### config.mk
export PLATFORM = sky130hd
export DESIGN_NAME = block_buffer_cache_lookup
export DESIGN_NICKNAME = d
export VERILOG_FILES = /design/src/hw/rtl/bbcl_pkg.sv /design/src/hw/rtl/block_buffer_cache_lookup.sv /design/src/hw/rtl/bbcl_ctrl.sv /design/src/hw/rtl/bbcl_datapath.sv
export SDC_FILE = /design/constraint.sdc
export NUM_CORES = 2
export LEC_CHECK = 0
export ABC_AREA = 1
export BUFFER_PORTS_ARGS = -buffer_cell sky130_fd_sc_hd__buf_2
export CORE_UTILIZATION = 35
export CTS_CLUSTER_SIZE = 20
export DETAILED_ROUTE_END_ITERATION = 6
export PLACE_DENSITY = 0.57
export SLEW_MARGIN = 20
export SYNTH_ARGS = -nofsm -noshare
export SYNTH_HDL_FRONTEND = slang
export SYNTH_HIERARCHICAL = 1
export SYNTH_SLANG_ARGS = --single-unit
### constraint.sdc
create_clock -name clk -period 8.66 [get_ports clk]
set_input_delay 1.732 -clock clk [delete_from_list [all_inputs] [get_ports clk]]
set_output_delay 1.732 -clock clk [all_outputs]
set_load 0.01 [all_outputs]
### src/hw/rtl/bbcl_pkg.sv
// ----------------------------------------------------------------------------
// bbcl_pkg
// Shared codes, limits and controller/datapath interface types.
// ----------------------------------------------------------------------------
package bbcl_pkg;

    localparam int NUM_SLOTS_DEF = 32;

    localparam int OP_W   = 2;
    localparam int DEV_W  = 8;
    localparam int BLK_W  = 32;
    localparam int IDX_W  = 5;
    localparam int TICK_W = 32;
    localparam int ST_W   = 2;
    localparam int RC_W   = 6;

    // operation codes
    localparam logic [OP_W-1:0] OP_GET     = 2'd0;
    localparam logic [OP_W-1:0] OP_RELEASE = 2'd1;
    localparam logic [OP_W-1:0] OP_PIN     = 2'd2;
    localparam logic [OP_W-1:0] OP_UNPIN   = 2'd3;

    // result status codes
    localparam logic [ST_W-1:0] ST_OK      = 2'd0;
    localparam logic [ST_W-1:0] ST_MISS    = 2'd1;
    localparam logic [ST_W-1:0] ST_NO_FREE = 2'd2;
    localparam logic [ST_W-1:0] ST_SAT     = 2'd3;

    localparam logic [RC_W-1:0] REF_MAX = 6'd63;

    // controller -> datapath
    typedef struct packed {
        logic load;         // capture request, clear scan state
        logic slot_read;    // read addressed slot
        logic scan;         // walk the slot table
        logic commit_get;   // finish a get
        logic commit_slot;  // finish release / pin / unpin
    } bbcl_cmd_t;

    // datapath -> controller
    typedef struct packed {
        logic op_get;
        logic range_bad;
        logic scan_done;
    } bbcl_stat_t;

endpackage

### src/hw/rtl/block_buffer_cache_lookup.sv
// ----------------------------------------------------------------------------
// block_buffer_cache_lookup
// Buffer slot table tagged by device and block number, with hit lookup,
// least-recently-allocated replacement among unreferenced slots and
// saturating reference counts.
// ----------------------------------------------------------------------------
//
//  channel   | beat marker      | fields
//  ----------+------------------+-----------------------------------------------
//  request   | start & !busy    | opcode, device_id, block_number, slot_index,
//            |                  | now_tick
//  result    | done (1 cycle)   | result_slot, status, needs_read, refcount_after
//
//  A get scans the slot table from accept to result, stopping early on a hit;
//  the slot table memory has one read port, so the scan reads one slot per
//  cycle. Release, pin and unpin read only the addressed slot.
//  One request at a time: busy is high from the cycle after accept until the
//  cycle the result is shown. done strobes for one cycle with the result;
//  the receiver cannot stall it. Reset clears all slot flags at once, no
//  clearing pass; memory contents are masked by the flags until written.
//
module block_buffer_cache_lookup #(
    parameter int NUM_SLOTS = bbcl_pkg::NUM_SLOTS_DEF
) (
    input  logic                          clk,
    input  logic                          rst_n,
    // request beat
    input  logic                          start,
    output logic                          busy,
    input  logic [bbcl_pkg::OP_W-1:0]     opcode,
    input  logic [bbcl_pkg::DEV_W-1:0]    device_id,
    input  logic [bbcl_pkg::BLK_W-1:0]    block_number,
    input  logic [bbcl_pkg::IDX_W-1:0]    slot_index,
    input  logic [bbcl_pkg::TICK_W-1:0]   now_tick,
    // result beat
    output logic                          done,
    output logic [bbcl_pkg::IDX_W-1:0]    result_slot,
    output logic [bbcl_pkg::ST_W-1:0]     status,
    output logic                          needs_read,
    output logic [bbcl_pkg::RC_W-1:0]     refcount_after
);
    import bbcl_pkg::*;

    bbcl_cmd_t  cmd;
    bbcl_stat_t stat;
    logic       ctrl_busy;

    // sequencer: dispatch by opcode, run the scan, commit, strobe done
    bbcl_ctrl u_ctrl (
        .clk   (clk),
        .rst_n (rst_n),
        .start (start),
        .busy  (ctrl_busy),
        .done  (done),
        .cmd   (cmd),
        .stat  (stat)
    );

    // slot table, compare/victim logic and result registers
    bbcl_datapath #(
        .NUM_SLOTS (NUM_SLOTS)
    ) u_dp (
        .clk            (clk),
        .rst_n          (rst_n),
        .cmd            (cmd),
        .stat           (stat),
        .opcode         (opcode),
        .device_id      (device_id),
        .block_number   (block_number),
        .slot_index     (slot_index),
        .now_tick       (now_tick),
        .result_slot    (result_slot),
        .status         (status),
        .needs_read     (needs_read),
        .refcount_after (refcount_after)
    );

    assign busy = ctrl_busy;

endmodule

### src/hw/rtl/bbcl_ctrl.sv
// ----------------------------------------------------------------------------
// bbcl_ctrl
// Sequencer: dispatch, table scan, commit, result strobe.
// ----------------------------------------------------------------------------
module bbcl_ctrl (
    input  logic                   clk,
    input  logic                   rst_n,
    input  logic                   start,
    output logic                   busy,
    output logic                   done,
    output bbcl_pkg::bbcl_cmd_t    cmd,
    input  bbcl_pkg::bbcl_stat_t   stat
);
    import bbcl_pkg::*;

    typedef enum logic [2:0] {
        S_IDLE,
        S_DISPATCH,
        S_SCAN,
        S_GCOMMIT,
        S_SCOMMIT
    } state_t;

    state_t state_reg, state_next;
    logic   done_reg, done_next;

    always_comb
    begin
        state_next = state_reg;
        done_next  = 1'b0;
        cmd        = '0;
        case (state_reg)
            S_IDLE:
            begin
                if (start)
                begin
                    cmd.load   = 1'b1;
                    state_next = S_DISPATCH;
                end
            end
            S_DISPATCH:
            begin
                if (stat.op_get)
                begin
                    state_next = S_SCAN;
                end
                else
                begin
                    cmd.slot_read = !stat.range_bad;
                    state_next    = S_SCOMMIT;
                end
            end
            S_SCAN:
            begin
                cmd.scan = 1'b1;
                if (stat.scan_done)
                begin
                    state_next = S_GCOMMIT;
                end
            end
            S_GCOMMIT:
            begin
                cmd.commit_get = 1'b1;
                done_next      = 1'b1;
                state_next     = S_IDLE;
            end
            S_SCOMMIT:
            begin
                cmd.commit_slot = 1'b1;
                done_next       = 1'b1;
                state_next      = S_IDLE;
            end
            default:
            begin
                state_next = S_IDLE;
            end
        endcase
    end

    always_ff @(posedge clk or negedge rst_n)
    begin
        if (!rst_n)
        begin
            state_reg <= S_IDLE;
            done_reg  <= 1'b0;
        end
        else
        begin
            state_reg <= state_next;
            done_reg  <= done_next;
        end
    end

    assign busy = (state_reg != S_IDLE);
    assign done = done_reg;

endmodule

### src/hw/rtl/bbcl_datapath.sv
// ----------------------------------------------------------------------------
// bbcl_datapath
// Slot table (tag/tick/count memory plus flag flops), scan compare and
// victim selection, count update and result registers.
// ----------------------------------------------------------------------------
module bbcl_datapath #(
    parameter int NUM_SLOTS = bbcl_pkg::NUM_SLOTS_DEF
) (
    input  logic                          clk,
    input  logic                          rst_n,
    input  bbcl_pkg::bbcl_cmd_t           cmd,
    output bbcl_pkg::bbcl_stat_t          stat,
    input  logic [bbcl_pkg::OP_W-1:0]     opcode,
    input  logic [bbcl_pkg::DEV_W-1:0]    device_id,
    input  logic [bbcl_pkg::BLK_W-1:0]    block_number,
    input  logic [bbcl_pkg::IDX_W-1:0]    slot_index,
    input  logic [bbcl_pkg::TICK_W-1:0]   now_tick,
    output logic [bbcl_pkg::IDX_W-1:0]    result_slot,
    output logic [bbcl_pkg::ST_W-1:0]     status,
    output logic                          needs_read,
    output logic [bbcl_pkg::RC_W-1:0]     refcount_after
);
    import bbcl_pkg::*;

    localparam int AW = $clog2(NUM_SLOTS);
    localparam int CW = $clog2(NUM_SLOTS + 1);

    typedef struct packed {
        logic [DEV_W-1:0]  dev;
        logic [BLK_W-1:0]  blk;
        logic [TICK_W-1:0] tick;
        logic [RC_W-1:0]   rc;
    } entry_t;

    // slot memory; fields are meaningful only where the flag flops say so
    entry_t slot_mem [NUM_SLOTS];

    // per-slot flags, cleared by reset
    logic [NUM_SLOTS-1:0] linked_reg;   // tag and tick written
    logic [NUM_SLOTS-1:0] valid_reg;
    logic [NUM_SLOTS-1:0] touched_reg;  // count written

    // request capture
    logic [OP_W-1:0]   op_reg;
    logic [DEV_W-1:0]  dev_reg;
    logic [BLK_W-1:0]  blk_reg;
    logic [IDX_W-1:0]  idx_reg;
    logic [TICK_W-1:0] now_reg;

    // read stage
    logic          rd_en;
    logic [AW-1:0] rd_addr;
    logic          rvld_reg;
    entry_t        rdata_reg;
    logic [AW-1:0] rindex_reg;
    logic          rlinked_reg;
    logic          rvalid_reg;
    logic          rtouched_reg;

    // scan state
    logic [CW-1:0]     issue_cnt_reg;
    logic              hit_found_reg;
    logic              cand_found_reg;
    logic [AW-1:0]     vict_reg;
    logic [TICK_W-1:0] best_tick_reg;
    entry_t            vict_entry_reg;
    logic              vict_valid_reg;
    entry_t            hit_entry;

    logic [AW-1:0]     idx_addr;
    logic [RC_W-1:0]   rc_eff;
    logic [TICK_W-1:0] tick_eff;
    logic              hit_now;
    logic              cand_now;
    logic              eval;

    // commit
    logic              mem_we;
    logic [AW-1:0]     waddr;
    entry_t            wdata;
    logic              set_linked;
    logic              set_valid;
    logic              set_touched;
    logic [IDX_W-1:0]  slot_next;
    logic [ST_W-1:0]   st_next;
    logic              rd_next;
    logic [RC_W-1:0]   rc_next;

    logic [IDX_W-1:0]  result_slot_reg;
    logic [ST_W-1:0]   status_reg;
    logic              needs_read_reg;
    logic [RC_W-1:0]   refcount_after_reg;

    assign idx_addr = AW'(idx_reg);

    assign stat.op_get    = (op_reg == OP_GET);
    assign stat.range_bad = (int'(idx_reg) >= NUM_SLOTS);
    assign stat.scan_done = hit_found_reg
                          || ((issue_cnt_reg == CW'(NUM_SLOTS)) && !rvld_reg);

    always_comb
    begin
        rd_en   = 1'b0;
        rd_addr = '0;
        if (cmd.slot_read)
        begin
            rd_en   = 1'b1;
            rd_addr = idx_addr;
        end
        else if (cmd.scan && (issue_cnt_reg != CW'(NUM_SLOTS)) && !hit_found_reg)
        begin
            rd_en   = 1'b1;
            rd_addr = issue_cnt_reg[AW-1:0];
        end
    end

    // unwritten count reads 0, unlinked tick reads 0
    assign rc_eff   = rtouched_reg ? rdata_reg.rc : '0;
    assign tick_eff = rlinked_reg ? rdata_reg.tick : '0;
    assign hit_now  = rlinked_reg && (rdata_reg.dev == dev_reg)
                    && (rdata_reg.blk == blk_reg);
    assign cand_now = (rc_eff == '0) && (!cand_found_reg || (tick_eff < best_tick_reg));
    assign eval     = cmd.scan && rvld_reg && !hit_found_reg;

    // matched entry with its effective count
    always_comb
    begin
        hit_entry    = rdata_reg;
        hit_entry.rc = rc_eff;
    end

    always_comb
    begin
        mem_we      = 1'b0;
        waddr       = vict_reg;
        wdata       = vict_entry_reg;
        set_linked  = 1'b0;
        set_valid   = 1'b0;
        set_touched = 1'b0;
        slot_next   = '0;
        st_next     = ST_OK;
        rd_next     = 1'b0;
        rc_next     = '0;
        if (cmd.commit_get)
        begin
            if (hit_found_reg)
            begin
                slot_next = IDX_W'(vict_reg);
                rd_next   = !vict_valid_reg;
                set_valid = 1'b1;
                if (vict_entry_reg.rc == REF_MAX)
                begin
                    st_next = ST_SAT;
                    rc_next = REF_MAX;
                end
                else
                begin
                    rc_next  = vict_entry_reg.rc + 6'd1;
                    mem_we   = 1'b1;
                    wdata.rc = rc_next;
                end
            end
            else if (cand_found_reg)
            begin
                mem_we      = 1'b1;
                wdata.dev   = dev_reg;
                wdata.blk   = blk_reg;
                wdata.tick  = now_reg;
                wdata.rc    = 6'd1;
                set_linked  = 1'b1;
                set_valid   = 1'b1;
                set_touched = 1'b1;
                slot_next   = IDX_W'(vict_reg);
                st_next     = ST_MISS;
                rd_next     = 1'b1;
                rc_next     = 6'd1;
            end
            else
            begin
                st_next = ST_NO_FREE;
            end
        end
        else if (cmd.commit_slot)
        begin
            slot_next = idx_reg;
            waddr     = idx_addr;
            wdata     = rdata_reg;
            if (stat.range_bad)
            begin
                st_next = ST_NO_FREE;
            end
            else if (op_reg == OP_PIN)
            begin
                if (rc_eff == REF_MAX)
                begin
                    st_next = ST_SAT;
                    rc_next = REF_MAX;
                end
                else
                begin
                    rc_next     = rc_eff + 6'd1;
                    mem_we      = 1'b1;
                    set_touched = 1'b1;
                    wdata.rc    = rc_next;
                end
            end
            else
            begin
                // release and unpin
                if (rc_eff == '0)
                begin
                    st_next = ST_SAT;
                end
                else
                begin
                    rc_next     = rc_eff - 6'd1;
                    mem_we      = 1'b1;
                    set_touched = 1'b1;
                    wdata.rc    = rc_next;
                end
            end
        end
    end

    // memory: one write port, one registered read port
    always_ff @(posedge clk)
    begin
        if (mem_we)
        begin
            slot_mem[waddr] <= wdata;
        end
        if (rd_en)
        begin
            rdata_reg <= slot_mem[rd_addr];
        end
    end

    // control flops
    always_ff @(posedge clk or negedge rst_n)
    begin
        if (!rst_n)
        begin
            linked_reg     <= '0;
            valid_reg      <= '0;
            touched_reg    <= '0;
            rvld_reg       <= 1'b0;
            issue_cnt_reg  <= '0;
            hit_found_reg  <= 1'b0;
            cand_found_reg <= 1'b0;
        end
        else
        begin
            rvld_reg <= rd_en;
            if (set_linked)
            begin
                linked_reg[waddr] <= 1'b1;
            end
            if (set_valid)
            begin
                valid_reg[waddr] <= 1'b1;
            end
            if (set_touched)
            begin
                touched_reg[waddr] <= 1'b1;
            end
            if (cmd.load)
            begin
                issue_cnt_reg  <= '0;
                hit_found_reg  <= 1'b0;
                cand_found_reg <= 1'b0;
            end
            else
            begin
                if (cmd.scan && rd_en)
                begin
                    issue_cnt_reg <= issue_cnt_reg + 1'b1;
                end
                if (eval && hit_now)
                begin
                    hit_found_reg <= 1'b1;
                end
                else if (eval && cand_now)
                begin
                    cand_found_reg <= 1'b1;
                end
            end
        end
    end

    // payload
    always_ff @(posedge clk)
    begin
        if (cmd.load)
        begin
            op_reg  <= opcode;
            dev_reg <= device_id;
            blk_reg <= block_number;
            idx_reg <= slot_index;
            now_reg <= now_tick;
        end
        if (rd_en)
        begin
            rindex_reg   <= rd_addr;
            rlinked_reg  <= linked_reg[rd_addr];
            rvalid_reg   <= valid_reg[rd_addr];
            rtouched_reg <= touched_reg[rd_addr];
        end
        if (eval && hit_now)
        begin
            vict_reg       <= rindex_reg;
            vict_entry_reg <= hit_entry;
            vict_valid_reg <= rvalid_reg;
        end
        else if (eval && cand_now)
        begin
            vict_reg      <= rindex_reg;
            best_tick_reg <= tick_eff;
        end
        if (cmd.commit_get || cmd.commit_slot)
        begin
            result_slot_reg    <= slot_next;
            status_reg         <= st_next;
            needs_read_reg     <= rd_next;
            refcount_after_reg <= rc_next;
        end
    end

    assign result_slot    = result_slot_reg;
    assign status         = status_reg;
    assign needs_read     = needs_read_reg;
    assign refcount_after = refcount_after_reg;

endmodule

==> load_flow_metrics.sql <==
INSERT INTO impl_metrics (metric_group, metric, value, unit) VALUES
('finish', 'seqCellArea', '86500', 'um^2'),
('yosys', 'postSynthRegisterBits', '2900', ''),
('route', 'detail_route.first_pass.iterations', '7', ''),
('route', 'drt_iter0_drc', '10725', ''),
('timing', 'tightestPinTransition', '1220', 'ps'),
('yosys', 'ys_top_cells_by_count', 'nand3_1, edfxtp_1, nand2_1', ''),
('floorplan', 'floorplan.io_pins', '98', ''),
('floorplan', 'fp-row-count', '214', ''),
('route', 'met3_wirelength', '32.4', 'mm'),
('route', 'drc', '2', ''),
('route', 'routedWlPerCell', '25.1', 'um'),
('timing', 'final.min_clock_period', '5340', 'ps'),
('floorplan', 'core_area', '341000', 'um^2'),
('finish', 'multi_input_area', '29400', 'um^2'),
('timing', 'finalMaxSlewViolations', '0', ''),
('yosys', 'synth-main-ff-cell', 'edfxtp_1', ''),
('yosys', 'syn-num-nets', '10199', ''),
('grt', 'via_count_of_the_first_global_routing_pass', '78061', ''),
('pwr', 'total_leakage_power', '47.4', 'nW'),
('route', 'metal_1_wl', '155', 'mm'),
('yosys', 'synth.largest_area_cell', 'edfxtp_1', ''),
('finish', 'largest_register_ff_count', '2496', ''),
('placement', 'gpl.final_weighted_congestion', '0.815', ''),
('job', 'cap_viol_max_count', '0', ''),
('finish', 'drive_gt1_frac', '0.0786', ''),
('grt', 'antenna_found_initial', '8', ''),
('yosys', 'post_synth.cell_area_avg', '11.9', 'um^2'),
('floorplan', 'die_ar', '346000', 'um^2'),
('clock_network', 'cts_made_buffers', '313', ''),
('floorplan', 'horiz_die_dim', '588', 'um'),
('pwr', 'power_per_cell_area', '276', 'nW/um^2'),
('worst_setup_path', 'critPathMostFrequentCell', 'nor2_1', ''),
('grt', 'grt_pass1_wl', '539', 'mm'),
('grt', 'grt_use_total', '0.207', ''),
('clock_network', 'post_cts_buffers', '0', ''),
('timing', 'final-setup-viol-count', '0', ''),
('clock_network', 'cts_repair_resize_count', '0', ''),
('worst_setup_path', 'crit_family', 'simple AND/OR/NAND/NOR gates', ''),
('clock_network', 'clkSinkCount', '2900', ''),
('worst_setup_path', 'crit_chain', 'inv_1 > nand2_1 > nor2_1 > nand2_1 > nor2_1 > nand4_1 > nor2_1 > nand3_1 > inv_6 > buf_4', ''),
('run_status', 'failed_checks', 'DRC', ''),
('timing', 'accumulated_negative_setup_slack', '0', 'ps'),
('timing', 'whs', '419', 'ps'),
('clock_network', 'clockBufferDepth', '4', ''),
('timing', 'ratio_of_final_minimum_period_to_clock_period', '0.616', ''),
('yosys', 'yosysWarningCount', '6', ''),
('clock_network', 'clock_tree.root_cell', 'clkbuf_16', ''),
('worst_hold_path', 'min-delay-path-class', 'flop to flop', ''),
('worst_setup_path', 'timing.critical_path.fanout_max', '42', ''),
('clock_network', 'cts_tree', 'done', ''),
('timing', 'rsz0062_at_grt', 'false', ''),
('worst_setup_path', 'critical-path-slowest-cell', 'nor2_1', ''),
('yosys', 'synth_enable_flop_cells', '2791', ''),
('clock_network', 'clock_latency', '900', 'ps'),
('grt', 'remaining_overflow_grt', '0', ''),
('worst_setup_path', 'critical_path.max_stage_delay', '860', 'ps'),
('floorplan', 'initial_utilization', '0.353', ''),
('yosys', 'ffs_w_async_s_r_synth', '0.0376', ''),
('yosys', 'post_synth_main_area_contributors', 'edfxtp_1, nand3_1, nand2_1', ''),
('run_status', 'outcome', 'complete, but fails checks', ''),
('clock_network', 'number_of_hold_buffers_added_after_cts', '0', ''),
('route', 'detailed_route_via_count', '82245', ''),
('worst_setup_path', 'crit_arrival', '5840', 'ps'),
('worst_setup_path', 'kind_of_end_point_of_the_critical_path', 'flop', ''),
('timing', 'max_freq', '0.187', 'GHz'),
('yosys', 'synth_sequential_area_ratio', '0.720', ''),
('finish', 'fillers', '31983', ''),
('yosys', 'most_frequent_cell_after_synthesis', 'nand3_1', ''),
('route', 'vias_per_cell', '5.60', ''),
('route', 'top_layer_used', 'met5', ''),
('timing', 'final_hold_violation_count', '0', '');
area by class of cell:
type | count | share of cell area
inverter | 393 | 0.0111
clock buffer | 407 | 0.0614
tap | 4536 | 0.0419
antenna | 2 | 0.0000370
sequential | 2900 | 0.639
clock inverter | 152 | 0.0115
timing repair buffer | 267 | 0.0172
multi-input combinational | 6038 | 0.217
where the power goes:
group | switching (mW) | internal [mW] | leakage, nW
Sequential | 0.326 | 17.3 | 26.7
Clock | 5.56 | 7.49 | 4.79
Combinational | 5.15 | 1.49 | 15.9
worst reg2reg max path: stages (launching register included):
cell and delay (ps):
dfrtp_1 430, inv_1 100, nand2_1 100, nor2_1 260, nand2_1 160, nor2_1 860
nand4_1 260, nor2_1 620, nand3_1 610, inv_6 680, buf_4 830
worst paths after layout:
kind | slack, ps | depth (start not counted) | from | to
worst max-delay path | 3320 | 10 | u_ctrl/state_reg[0]$_DFFE_PN0P_ | u_dp/vict_entry_reg[40]$_DFFE_PP_
worst min-delay path | 420 | 0 | u_dp/rindex_reg[4]$_DFFE_PN_ | u_dp/vict_reg[4]$_DFFE_PP_
worst max register to register | 3320 | 10 | u_ctrl/state_reg[0]$_DFFE_PN0P_ | u_dp/vict_entry_reg[40]$_DFFE_PP_
worst min register to register | 420 | 0 | u_dp/rindex_reg[4]$_DFFE_PN_ | u_dp/vict_reg[4]$_DFFE_PP_
max in group asynchronous | 6550 | 2 | rst_n | u_dp/touched_reg[10]$_DFFE_PN0P_
min in group asynchronous | 880 | 1 | rst_n | u_dp/rvld_reg$_DFF_PN0_
layer usage:
metal  track usage  vias to the layer above
met2         0.327                     4153
met1         0.296                    41299
met3        0.0272                      634
met5             0                        -
li1              -                    36153
met4        0.0622                        6
cells in the final DEF (no fill, tap or decap), types with 4 or more instances in the layout:
master / n
xor2_1: 4
clkinv_1: 62
nand2_1: 1860
clkinvlp_4: 5
inv_16: 5
o21bai_1: 48
o221ai_4: 6
nor2_1: 60
bufinv_16: 23
o221ai_2: 16
nand4_1: 22
edfxtp_1: 2791
o21ai_1: 16
inv_6: 7
buf_2: 96
clkinv_16: 4
o21ai_0: 136
nand3b_1: 66
o211ai_1: 9
inv_1: 385
a21oi_1: 23
ha_1: 37
dfrtp_1: 109
xnor2_1: 12
nor3_1: 4
o221ai_1: 7
nor2_4: 38
clkbuf_1: 88
nand3_1: 3605
buf_4: 121
clkinv_2: 39
clkbuf_16: 319
nand3_2: 35
buf_12: 42
buf_6: 6
a31oi_1: 4
clkinv_8: 8
through the flow:
step / instance area, um^2 / setup slack [ps] / cells / power [mW] / util
global route: 135000 / 3060 / 14694 / 38.7 / 0.397
global placement: 125000 / 3550 / 14125 / 24.3 / 0.367
floorplan: 120000 / 2660 / 10080 / 21.9 / -
finish: 135000 / 3320 / 14695 / 37.4 / 0.397
CTS: 135000 / 3460 / 14692 / 37.5 / 0.397
detailed placement: 125000 / 3490 / 14133 / 24.5 / 0.368
cell families after synthesis:
logic type,synth area share
DFF,0.720
buffers and inverters,0.0413
AOI/OAI and AO/OA,0.0142
adders and majority gates,0.00385
other,0.0000312
and+or+nand+nor,0.219
xor gates and xnor gates,0.00117
Power figures use the tool's default switching activity.
